### src/rtl/core/tglht_pkg.sv
`timescale 1ns / 1ps
`default_nettype none
// ----------------------------------------------------------------------------
// Tile grid hit table package
// Shared types, operation codes and status codes.
// ----------------------------------------------------------------------------
package tglht_pkg;

    localparam int MaxEntriesDefault = 64;

    typedef enum logic [2:0] {
        FN_CLEAR  = 3'd0,
        FN_LOAD   = 3'd1,
        FN_REMOVE = 3'd2,
        FN_HIT    = 3'd3,
        FN_NEXT   = 3'd4,
        FN_PREV   = 3'd5,
        FN_RSVD6  = 3'd6,
        FN_RSVD7  = 3'd7
    } func_t;

    typedef enum logic [1:0] {
        ST_OK        = 2'd0,
        ST_INVALID   = 2'd1,
        ST_NOT_FOUND = 2'd2,
        ST_FULL      = 2'd3
    } status_t;

    typedef enum logic [2:0] {
        CFG_AREA_X = 3'd0,
        CFG_AREA_Y = 3'd1,
        CFG_AREA_W = 3'd2,
        CFG_AREA_H = 3'd3,
        CFG_GAP    = 3'd4
    } cfg_index_t;

    typedef struct packed {
        logic [2:0]         func;
        logic [31:0]        window_id;
        logic               last_of_list;
        logic signed [15:0] point_x;
        logic signed [15:0] point_y;
    } in_item_t;

    typedef struct packed {
        logic [1:0]  status;
        logic [5:0]  hit_index;
        logic [31:0] focused_id;
        logic [3:0]  grid_columns;
        logic [3:0]  grid_rows;
        logic [6:0]  entry_total;
    } out_item_t;

    typedef struct packed {
        logic [2:0]  index;
        logic [31:0] data;
    } cfg_item_t;

    typedef enum logic [4:0] {
        S_IDLE,
        S_DECODE,
        S_LAY_COLS,
        S_LAY_ROWS,
        S_LAY_CHK,
        S_LAY_DIVW,
        S_LAY_DIVH,
        S_LAY_DONE,
        S_RM_RD,
        S_RM_CMP,
        S_RM_SHRD,
        S_RM_SHWR,
        S_HIT_STEP,
        S_FID_RD,
        S_FID_WAIT,
        S_OUT
    } state_t;

endpackage : tglht_pkg
`default_nettype wire

### src/rtl/core/tglht_ram.sv
`timescale 1ns / 1ps
`default_nettype none
// ----------------------------------------------------------------------------
// Generic single-port RAM
// One write or one read per cycle, read data registered.
// ----------------------------------------------------------------------------
module tglht_ram #(
    parameter int WIDTH = 32,
    parameter int DEPTH = 64
) (
    input  wire logic                     clk,
    input  wire logic                     we,
    input  wire logic [$clog2(DEPTH)-1:0] addr,
    input  wire logic [WIDTH-1:0]         wdata,
    output logic [WIDTH-1:0]              rdata
);

    logic [WIDTH-1:0] mem [DEPTH];

    always_ff @(posedge clk)
    begin
        if (we)
        begin
            mem[addr] <= wdata;
        end
        rdata <= mem[addr];
    end

endmodule : tglht_ram
`default_nettype wire

### src/rtl/core/tglht_div.sv
`timescale 1ns / 1ps
`default_nettype none
// ----------------------------------------------------------------------------
// Restoring divider
// Unsigned 16 by 4 bit division, one quotient bit per cycle.
// ----------------------------------------------------------------------------
module tglht_div (
    input  wire logic        clk,
    input  wire logic        rst_n,
    input  wire logic        start,
    input  wire logic [15:0] dividend,
    input  wire logic [3:0]  divisor,
    output logic             done,
    output logic [15:0]      quotient
);

    logic [15:0] quo_reg, quo_next;
    logic [4:0]  rem_reg, rem_next;
    logic [3:0]  dvs_reg, dvs_next;
    logic [4:0]  cnt_reg, cnt_next;
    logic        busy_reg, busy_next;
    logic [5:0]  trial;
    logic [15:0] step_quo;
    logic [4:0]  step_rem;

    always_ff @(posedge clk or negedge rst_n)
    begin
        if (!rst_n)
        begin
            busy_reg <= 1'b0;
            cnt_reg  <= '0;
        end
        else
        begin
            busy_reg <= busy_next;
            cnt_reg  <= cnt_next;
        end
    end

    always_ff @(posedge clk)
    begin
        quo_reg <= quo_next;
        rem_reg <= rem_next;
        dvs_reg <= dvs_next;
    end

    // The divisor is held from the start, so a new division may be started
    // in the same cycle as the last step of the previous one.
    always_comb
    begin
        trial = {rem_reg, quo_reg[15]};
        if (trial >= {2'b00, dvs_reg})
        begin
            step_rem = 5'(trial - {2'b00, dvs_reg});
            step_quo = {quo_reg[14:0], 1'b1};
        end
        else
        begin
            step_rem = trial[4:0];
            step_quo = {quo_reg[14:0], 1'b0};
        end
    end

    always_comb
    begin
        busy_next = busy_reg;
        cnt_next  = cnt_reg;
        quo_next  = quo_reg;
        rem_next  = rem_reg;
        dvs_next  = dvs_reg;
        if (start)
        begin
            busy_next = 1'b1;
            cnt_next  = 5'd16;
            quo_next  = dividend;
            rem_next  = '0;
            dvs_next  = divisor;
        end
        else if (busy_reg)
        begin
            rem_next = step_rem;
            quo_next = step_quo;
            cnt_next = cnt_reg - 5'd1;
            if (cnt_reg == 5'd1)
            begin
                busy_next = 1'b0;
            end
        end
    end

    assign done     = busy_reg && (cnt_reg == 5'd1);
    assign quotient = step_quo;

endmodule : tglht_div
`default_nettype wire

### src/rtl/core/tile_grid_layout_hit_table.sv
`timescale 1ns / 1ps
`default_nettype none
// ----------------------------------------------------------------------------
// Tile grid layout hit table
// Ordered window id table laid out as a near-square tile grid.
// ----------------------------------------------------------------------------
// One transaction at a time. Every operation first redoes the layout: the
// column count is found by stepping up one per cycle, and the rows and both
// cell sizes come from one shared serial divider. A remove walks the table
// through the single RAM port, reading and then comparing each entry in turn,
// moves the later entries down with a read and a write each and lays out
// again; a hit test steps one tile per cycle. A result waits in an output
// register, so the next transaction is taken while it is pending; a new
// result is not written over it before it is delivered.
module tile_grid_layout_hit_table
    import tglht_pkg::*;
#(
    parameter int MAX_ENTRIES = MaxEntriesDefault
) (
    input  wire logic      clk,
    input  wire logic      rst_n,
    input  wire logic      in_valid,
    output logic           in_ready,
    input  wire in_item_t  in_data,
    output logic           out_valid,
    input  wire logic      out_ready,
    output out_item_t      out_data,
    input  wire logic      cfg_valid,
    output logic           cfg_ready,
    input  wire cfg_item_t cfg_data
);

    localparam int AW = (MAX_ENTRIES > 1) ? $clog2(MAX_ENTRIES) : 1;
    localparam int CW = $clog2(MAX_ENTRIES + 1);

    // configuration
    logic signed [15:0] area_x_reg, area_y_reg;
    logic [14:0]        area_w_reg, area_h_reg;
    logic [11:0]        gap_reg;

    state_t      state_reg, state_next;
    in_item_t    item_reg, item_next;
    logic [CW-1:0] count_reg, count_next;
    logic [CW-1:0] load_reg, load_next;
    logic [AW-1:0] focus_reg, focus_next;
    logic [3:0]  cols_reg, cols_next;
    logic [3:0]  rows_reg, rows_next;
    logic [14:0] cw_reg, cw_next;
    logic [14:0] ch_reg, ch_next;
    logic        gvalid_reg, gvalid_next;
    logic [1:0]  lay_reg, lay_next;
    logic [1:0]  status_reg, status_next;
    logic [5:0]  hit_reg, hit_next;
    logic [CW-1:0] idx_reg, idx_next;
    logic [3:0]  hc_reg, hc_next;
    logic signed [17:0] tx_reg, tx_next, ty_reg, ty_next;
    logic        relay_reg, relay_next;
    logic        out_valid_reg;
    out_item_t   out_reg, out_next;
    logic [31:0] hold_reg, hold_next;

    logic          ram_we;
    logic [AW-1:0] ram_addr;
    logic [31:0]   ram_wdata, ram_rdata;

    logic          div_start, div_done;
    logic [15:0]   div_a, div_q;
    logic [3:0]    div_b;

    logic [18:0] need_w, need_h;
    logic signed [18:0] wrem, hrem;
    logic signed [18:0] px, py;

    tglht_ram #(.WIDTH(32), .DEPTH(1 << AW)) u_ram (
        .clk   (clk),
        .we    (ram_we),
        .addr  (ram_addr),
        .wdata (ram_wdata),
        .rdata (ram_rdata)
    );

    tglht_div u_div (
        .clk      (clk),
        .rst_n    (rst_n),
        .start    (div_start),
        .dividend (div_a),
        .divisor  (div_b),
        .done     (div_done),
        .quotient (div_q)
    );

    assign in_ready  = (state_reg == S_IDLE);
    assign cfg_ready = (state_reg == S_IDLE);
    assign out_valid = out_valid_reg;
    assign out_data  = out_reg;

    always_ff @(posedge clk or negedge rst_n)
    begin
        if (!rst_n)
        begin
            area_x_reg <= '0;
            area_y_reg <= '0;
            area_w_reg <= 15'd1;
            area_h_reg <= 15'd1;
            gap_reg    <= '0;
        end
        else if (cfg_valid && cfg_ready)
        begin
            unique case (cfg_data.index)
                CFG_AREA_X: area_x_reg <= cfg_data.data[15:0];
                CFG_AREA_Y: area_y_reg <= cfg_data.data[15:0];
                CFG_AREA_W: area_w_reg <= cfg_data.data[14:0];
                CFG_AREA_H: area_h_reg <= cfg_data.data[14:0];
                CFG_GAP:    gap_reg    <= cfg_data.data[11:0];
                default: ;
            endcase
        end
    end

    always_ff @(posedge clk or negedge rst_n)
    begin
        if (!rst_n)
        begin
            state_reg     <= S_IDLE;
            count_reg     <= '0;
            load_reg      <= '0;
            focus_reg     <= '0;
            cols_reg      <= '0;
            rows_reg      <= '0;
            cw_reg        <= '0;
            ch_reg        <= '0;
            gvalid_reg    <= 1'b0;
            out_valid_reg <= 1'b0;
        end
        else
        begin
            state_reg  <= state_next;
            count_reg  <= count_next;
            load_reg   <= load_next;
            focus_reg  <= focus_next;
            cols_reg   <= cols_next;
            rows_reg   <= rows_next;
            cw_reg     <= cw_next;
            ch_reg     <= ch_next;
            gvalid_reg <= gvalid_next;
            if (state_reg == S_OUT && (!out_valid_reg || out_ready))
            begin
                out_valid_reg <= 1'b1;
            end
            else if (out_ready)
            begin
                out_valid_reg <= 1'b0;
            end
        end
    end

    always_ff @(posedge clk)
    begin
        item_reg   <= item_next;
        lay_reg    <= lay_next;
        status_reg <= status_next;
        hit_reg    <= hit_next;
        idx_reg    <= idx_next;
        hc_reg     <= hc_next;
        tx_reg     <= tx_next;
        ty_reg     <= ty_next;
        relay_reg  <= relay_next;
        out_reg    <= out_next;
        hold_reg   <= hold_next;
    end

    // Layout checks on the current grid size.
    assign need_w = 19'({gap_reg, 1'b0}) + 19'(cols_reg);
    assign need_h = 19'({gap_reg, 1'b0}) + 19'(rows_reg);
    assign wrem   = 19'(area_w_reg) - 19'(gap_reg) * 19'(cols_reg + 4'd1);
    assign hrem   = 19'(area_h_reg) - 19'(gap_reg) * 19'(rows_reg + 4'd1);
    assign px     = 19'(item_reg.point_x);
    assign py     = 19'(item_reg.point_y);

    always_comb
    begin
        state_next  = state_reg;
        item_next   = item_reg;
        count_next  = count_reg;
        load_next   = load_reg;
        focus_next  = focus_reg;
        cols_next   = cols_reg;
        rows_next   = rows_reg;
        cw_next     = cw_reg;
        ch_next     = ch_reg;
        gvalid_next = gvalid_reg;
        lay_next    = lay_reg;
        status_next = status_reg;
        hit_next    = hit_reg;
        idx_next    = idx_reg;
        hc_next     = hc_reg;
        tx_next     = tx_reg;
        ty_next     = ty_reg;
        relay_next  = relay_reg;
        out_next    = out_reg;
        hold_next   = hold_reg;
        ram_we      = 1'b0;
        ram_addr    = focus_reg;
        ram_wdata   = item_reg.window_id;
        div_start   = 1'b0;
        div_a       = '0;
        div_b       = cols_reg;

        unique case (state_reg)
            S_IDLE:
            begin
                if (in_valid && in_ready)
                begin
                    item_next   = in_data;
                    relay_next  = 1'b0;
                    hit_next    = '0;
                    status_next = ST_OK;
                    cols_next   = '0;
                    state_next  = S_LAY_COLS;
                end
            end
            // Column count: smallest c with c*c >= n.
            S_LAY_COLS:
            begin
                gvalid_next = 1'b0;
                cw_next     = '0;
                ch_next     = '0;
                if (count_reg == '0)
                begin
                    rows_next  = '0;
                    lay_next   = ST_OK;
                    state_next = S_LAY_DONE;
                end
                else if (8'(cols_reg) * 8'(cols_reg) < 8'(count_reg))
                begin
                    cols_next = cols_reg + 4'd1;
                end
                else
                begin
                    div_start  = 1'b1;
                    div_a      = 16'(count_reg) + 16'(cols_reg) - 16'd1;
                    state_next = S_LAY_ROWS;
                end
            end
            S_LAY_ROWS:
            begin
                if (div_done)
                begin
                    rows_next  = div_q[3:0];
                    state_next = S_LAY_CHK;
                end
            end
            S_LAY_CHK:
            begin
                if (19'(area_w_reg) <= need_w || 19'(area_h_reg) <= need_h
                    || wrem < $signed(19'(cols_reg)) || hrem < $signed(19'(rows_reg)))
                begin
                    lay_next   = ST_INVALID;
                    state_next = S_LAY_DONE;
                end
                else
                begin
                    div_start  = 1'b1;
                    div_a      = 16'(wrem);
                    state_next = S_LAY_DIVW;
                end
            end
            S_LAY_DIVW:
            begin
                if (div_done)
                begin
                    cw_next    = div_q[14:0];
                    div_start  = 1'b1;
                    div_a      = 16'(hrem);
                    div_b      = rows_reg;
                    state_next = S_LAY_DIVH;
                end
            end
            S_LAY_DIVH:
            begin
                div_b = rows_reg;
                if (div_done)
                begin
                    ch_next     = div_q[14:0];
                    gvalid_next = 1'b1;
                    lay_next    = ST_OK;
                    state_next  = S_LAY_DONE;
                end
            end
            S_LAY_DONE:
            begin
                if (relay_reg)
                begin
                    status_next = lay_reg;
                    state_next  = S_FID_RD;
                end
                else
                begin
                    state_next = S_DECODE;
                end
            end
            S_DECODE:
            begin
                relay_next = 1'b1;
                state_next = S_FID_RD;
                case (item_reg.func)
                    FN_CLEAR:
                    begin
                        count_next = '0;
                        load_next  = '0;
                        focus_next = '0;
                        cols_next  = '0;
                        state_next = S_LAY_COLS;
                    end
                    FN_LOAD:
                    begin
                        if (load_reg >= CW'(MAX_ENTRIES))
                        begin
                            load_next   = '0;
                            status_next = ST_FULL;
                        end
                        else
                        begin
                            ram_we    = 1'b1;
                            ram_addr  = load_reg[AW-1:0];
                            load_next = load_reg + 1'b1;
                            if (item_reg.last_of_list)
                            begin
                                count_next = load_reg + 1'b1;
                                load_next  = '0;
                                if (CW'(focus_reg) >= load_reg + 1'b1 && focus_reg != '0)
                                begin
                                    focus_next = AW'(load_reg);
                                end
                                cols_next  = '0;
                                state_next = S_LAY_COLS;
                            end
                        end
                    end
                    FN_REMOVE:
                    begin
                        status_next = ST_NOT_FOUND;
                        idx_next    = '0;
                        state_next  = S_RM_RD;
                    end
                    FN_HIT:
                    begin
                        idx_next = '0;
                        hc_next  = '0;
                        tx_next  = 18'(area_x_reg) + 18'(gap_reg);
                        ty_next  = 18'(area_y_reg) + 18'(gap_reg);
                        if (count_reg == '0)
                        begin
                            status_next = ST_INVALID;
                        end
                        else if (!gvalid_reg)
                        begin
                            status_next = ST_NOT_FOUND;
                        end
                        else
                        begin
                            status_next = ST_NOT_FOUND;
                            state_next  = S_HIT_STEP;
                        end
                    end
                    FN_NEXT:
                    begin
                        if (count_reg == '0)
                        begin
                            status_next = ST_INVALID;
                        end
                        else if (CW'(focus_reg) + 1'b1 >= count_reg)
                        begin
                            focus_next = '0;
                        end
                        else
                        begin
                            focus_next = focus_reg + 1'b1;
                        end
                    end
                    FN_PREV:
                    begin
                        if (count_reg == '0)
                        begin
                            status_next = ST_INVALID;
                        end
                        else if (focus_reg == '0)
                        begin
                            focus_next = AW'(count_reg - 1'b1);
                        end
                        else
                        begin
                            focus_next = focus_reg - 1'b1;
                        end
                    end
                    default:
                    begin
                        status_next = ST_INVALID;
                    end
                endcase
            end
            // Search for the first match, reading and then comparing each entry.
            S_RM_RD:
            begin
                if (idx_reg >= count_reg)
                begin
                    state_next = S_FID_RD;
                end
                else
                begin
                    ram_addr   = idx_reg[AW-1:0];
                    state_next = S_RM_CMP;
                end
            end
            S_RM_CMP:
            begin
                if (ram_rdata == item_reg.window_id)
                begin
                    state_next = S_RM_SHRD;
                end
                else
                begin
                    idx_next   = idx_reg + 1'b1;
                    state_next = S_RM_RD;
                end
            end
            S_RM_SHRD:
            begin
                if (idx_reg + 1'b1 < count_reg)
                begin
                    ram_addr   = AW'(idx_reg + 1'b1);
                    state_next = S_RM_SHWR;
                end
                else
                begin
                    count_next = count_reg - 1'b1;
                    if (CW'(focus_reg) >= count_reg - 1'b1 && focus_reg != '0)
                    begin
                        focus_next = (count_reg > CW'(1)) ? AW'(count_reg - 2'd2) : '0;
                    end
                    cols_next  = '0;
                    state_next = S_LAY_COLS;
                end
            end
            S_RM_SHWR:
            begin
                ram_we     = 1'b1;
                ram_addr   = idx_reg[AW-1:0];
                ram_wdata  = ram_rdata;
                idx_next   = idx_reg + 1'b1;
                state_next = S_RM_SHRD;
            end
            // Walk the tiles in order, tracking the tile origin.
            S_HIT_STEP:
            begin
                if (idx_reg >= count_reg)
                begin
                    state_next = S_FID_RD;
                end
                else if (px >= 19'(tx_reg) && px < 19'(tx_reg) + $signed(19'(cw_reg))
                         && py >= 19'(ty_reg) && py < 19'(ty_reg) + $signed(19'(ch_reg)))
                begin
                    status_next = ST_OK;
                    hit_next    = 6'(idx_reg);
                    state_next  = S_FID_RD;
                end
                else
                begin
                    idx_next = idx_reg + 1'b1;
                    if (hc_reg + 4'd1 == cols_reg)
                    begin
                        hc_next = '0;
                        tx_next = 18'(area_x_reg) + 18'(gap_reg);
                        ty_next = ty_reg + 18'(ch_reg) + 18'(gap_reg);
                    end
                    else
                    begin
                        hc_next = hc_reg + 4'd1;
                        tx_next = tx_reg + 18'(cw_reg) + 18'(gap_reg);
                    end
                end
            end
            S_FID_RD:
            begin
                ram_addr   = focus_reg;
                state_next = S_FID_WAIT;
            end
            S_FID_WAIT:
            begin
                hold_next  = (count_reg != '0 && CW'(focus_reg) < count_reg) ? ram_rdata : '0;
                state_next = S_OUT;
            end
            // Wait here while the previous result is still pending.
            S_OUT:
            begin
                if (!out_valid_reg || out_ready)
                begin
                    out_next.status       = status_reg;
                    out_next.hit_index    = hit_reg;
                    out_next.focused_id   = hold_reg;
                    out_next.grid_columns = cols_reg;
                    out_next.grid_rows    = rows_reg;
                    out_next.entry_total  = 7'(count_reg);
                    state_next            = S_IDLE;
                end
            end
            default:
            begin
                state_next = S_IDLE;
            end
        endcase
    end

endmodule : tile_grid_layout_hit_table
`default_nettype wire

### config.mk
export PLATFORM = sky130hd
export DESIGN_NAME = tile_grid_layout_hit_table
export DESIGN_NICKNAME = d
export VERILOG_FILES = /design/src/rtl/core/tglht_pkg.sv /design/src/rtl/core/tglht_ram.sv /design/src/rtl/core/tglht_div.sv /design/src/rtl/core/tile_grid_layout_hit_table.sv
export SDC_FILE = /design/constraint.sdc
export NUM_CORES = 2
export LEC_CHECK = 0
export BUFFER_PORTS_ARGS = -buffer_cell sky130_fd_sc_hd__buf_2
export CAP_MARGIN = 30
export CORE_MARGIN = 2
export CORE_UTILIZATION = 40
export CTS_BUF_LIST = sky130_fd_sc_hd__clkbuf_16
export DETAILED_ROUTE_END_ITERATION = 8
export PLACE_DENSITY = 0.56
export SYNTH_ARGS = -nofsm -noshare
export SYNTH_HDL_FRONTEND = slang
export SYNTH_HIERARCHICAL = 1
export SYNTH_SLANG_ARGS = --single-unit
### constraint.sdc
create_clock -name clk -period 9.4 [get_ports clk]
set_input_delay 1.88 -clock clk [delete_from_list [all_inputs] [get_ports clk]]
set_output_delay 1.88 -clock clk [all_outputs]
set_load 0.05 [all_outputs]
==> results.md <==
* Status: finished clean
* CTS buffer count at 275
* First-pass GRT wire length at 496500 µm
* Share of layout cells above drive strength 1 at 14.74%
* FILL cells at 23640
* IO Port Bufs at 149
* Post-CTS Hold Fix Bufs at 0
* Largest stage delay, worst path at 0.82 ns
* Total wire length at 349900 µm
* WS Path Type: flip-flop to flip-flop
* # Post-CTS Setup Buffers at 0
* CP Capture Type: flip-flop
* Cells after synthesis at 7361
* Register area at 72810 µm²
* Count of final hold-check violations at 0
* IO Count at 166
* Gr ovfl total at 0
* Area Growth Syn to Fin at 13.65%
* Root Buffer: clkbuf_16
* DRC at 0
* PostCTS Resize Cnt at 0
* Number of DRC markers in iteration 0 at 8728
* Setup_tns at 0 ns
* Final Wtd Congestion at 0.9068
* Clock skew at 0.08144 ns
* Vias in the first global route at 67210
* Worst Tran Pin Value at 1.076 ns
* FP Rows at 191
* Avg WL per Cell at 30.70 µm
* Post-Syn Area at 108700 µm²
* Max Freq at 129.9 MHz
* Max FFs per register at 2048
* Gr usage total at 24.73%
* P_int at 17810 µW
* Slowest CP cell: buf_4
* Worst relative slew slack at 28.27%
* Leak at 0.04247 µW
* Period utilisation layout at 81.88%
* Reg power frac at 53.1%
* DP HPWL at 226500 µm
* Syn. warnings at 6
* Die area at 276000 µm²
* Net Sw Power at 4402 µW
* Place WS at 1.785 ns
* Cell repeated most along the worst path: a21o_1
* Final setup vio count at 0
* Maximum clock path buffer count at 4
* Worst skew pair latency at 0.87 ns
* CP required at 10.13 ns
* Synthesized area per cell at 14.77 µm²
* RSZ-0062 raised after global routing: no
* H-tree Lvls at 5
* Initial antenna violation count at 26
* CP Launch Type: flip-flop
* Post-Route Utilization at 45.67%
* Comb pwr share at 0.2%
* Die Y at 525.3 µm
* Pre-antenna DRT Iters at 6
* CTS Sinks at 2461
* Area after DPL at 114800 µm²
* Nets at 8179
* Hold WC Path Type: flip-flop to flip-flop
* Worst VDD drop at 120.3 µV
* Routed vias at 69230
* Max Cap Viol at 0
* Fin crit period at 7.697 ns
* Slew Limit Fails at 0
* Critical Path AT at 8.43 ns
* Avg Vias per Cell at 6.074
* Final ANT Viol Nets at 0
* CTS tree: built
* Synthesized net count at 7922
* Cells along the critical path: inv_1 > ha_1 > a21o_1 > a21o_1 > a21o_1 > a21o_1 > a21oi_1 > o21ai_0 > o21ai_0 > a222oi_1 > nand2_4 > nor2b_4 > buf_4 > buf_4 > a221oi_1 > nor3_1 > a2111oi_0 > buf_4 > nand3_1 > or4_1
* Worst-path clk slew at 0.06 ns
* Pwr Density at 179.7 nW/µm²
* Crit-path max FO at 60
* Fin area at 123600 µm²
* Switching share of power at 19.82%
* Core region area at 270500 µm²
* Multi-input logic area at 33400 µm²
* Largest net degree at the start of global routing at 105
* Clock power frac at 46.7%
* Die Span X at 525.3 µm
* Final worst setup slack at 1.703 ns
* Initial Util at 40.18%
[final cells by class]
class,instances,share of cell area [%]
multi-input cells,4195,27.04
clock inverters,197,1.149
flip-flops and latches,2461,58.93
well taps,3570,3.615
inverters,269,0.8233
clock buffers,286,5.793
repair buffers,416,2.642
diodes,4,0.008102
[stage by stage]
stage	hold slack (ns)	cells	power, µW
2_1_floorplan	0.4003	7361	12020
3_3_place_gp	0.4079	10890	12070
3_5_place_dp	0.4052	10900	12070
4_1_cts	0.4145	11390	22350
5_1_grt	0.4234	11400	22760
6_report	0.4141	11400	22210
[power by group through the flow]
stage          clock network (µW)  logic (µW)  registers, µW
2_1_floorplan                   0       0.646          12000
3_3_place_gp                    0        50.3          12000
3_5_place_dp                    0        50.8          12000
4_1_cts                     10500        51.6          11800
5_1_grt                     10900        56.0          11800
6_report                    10400        51.2          11800
[final timing paths]
| kind | startpoint | to | slack (ns) | cells after the start |
|---|---|---|---|---|
| worst max-delay path | count_reg[1]$_DFFE_PN0P_ | u_ram/rdata[0]$_DFF_P_ | 1.70 | 20 |
| worst min-delay path | status_reg[1]$_DFFE_PP_ | out_data[54]$_DFFE_PP_ | 0.41 | 0 |
| worst max register to register | count_reg[1]$_DFFE_PN0P_ | u_ram/rdata[0]$_DFF_P_ | 1.70 | 20 |
| worst min register to register | status_reg[1]$_DFFE_PP_ | out_data[54]$_DFFE_PP_ | 0.41 | 0 |
| max in group asynchronous | rst_n | area_w_reg[14]$_DFFE_PN0P_ | 7.53 | 2 |
| min in group asynchronous | rst_n | area_y_reg[5]$_DFFE_PN0P_ | 0.85 | 1 |
[metal layers]
layer	vias to the layer above	part of all wire, %	track usage [%]
met2	3431	46	39.19
met1	35740	41	34.28
met5	-	0.0071	0
li1	29470	-	-
met3	582	9.7	4.906
met4	4	3.4	7.636
[critical path: cells and delay by family (launching register included)]
family	cells	cell delay, ns
AO/OA/AOI/OAI	10	2.51
adder cells (fa/ha/maj)	1	0.41
buffers and inverters	4	2.06
flip-flops	1	0.58
AND/OR/NAND/NOR	5	1.82
[cell usage in the layout (no fill, tap or decap), types with 38 or more instances in the layout]
cell       instances
a211oi_1          60
a21o_1           102
a21oi_1          317
a221oi_1         321
a222oi_1          38
a22oi_1          301
buf_2            151
buf_4            226
clkbuf_16        287
clkinv_1          57
clkinv_2          39
dfrtp_1          142
edfxtp_1        2280
fa_1             123
ha_1             330
inv_1            325
mux2_2           189
mux2i_1          190
mux4_2            45
nand2_1          368
nand2b_1          74
nand3_1           82
nand4_1           40
nor2_1           278
nor2_4            69
nor2b_1           65
nor3_1            78
o21ai_0          228
o22ai_1          146
xnor2_1          106
xor2_1            96
Power figures use the tool's default switching activity.
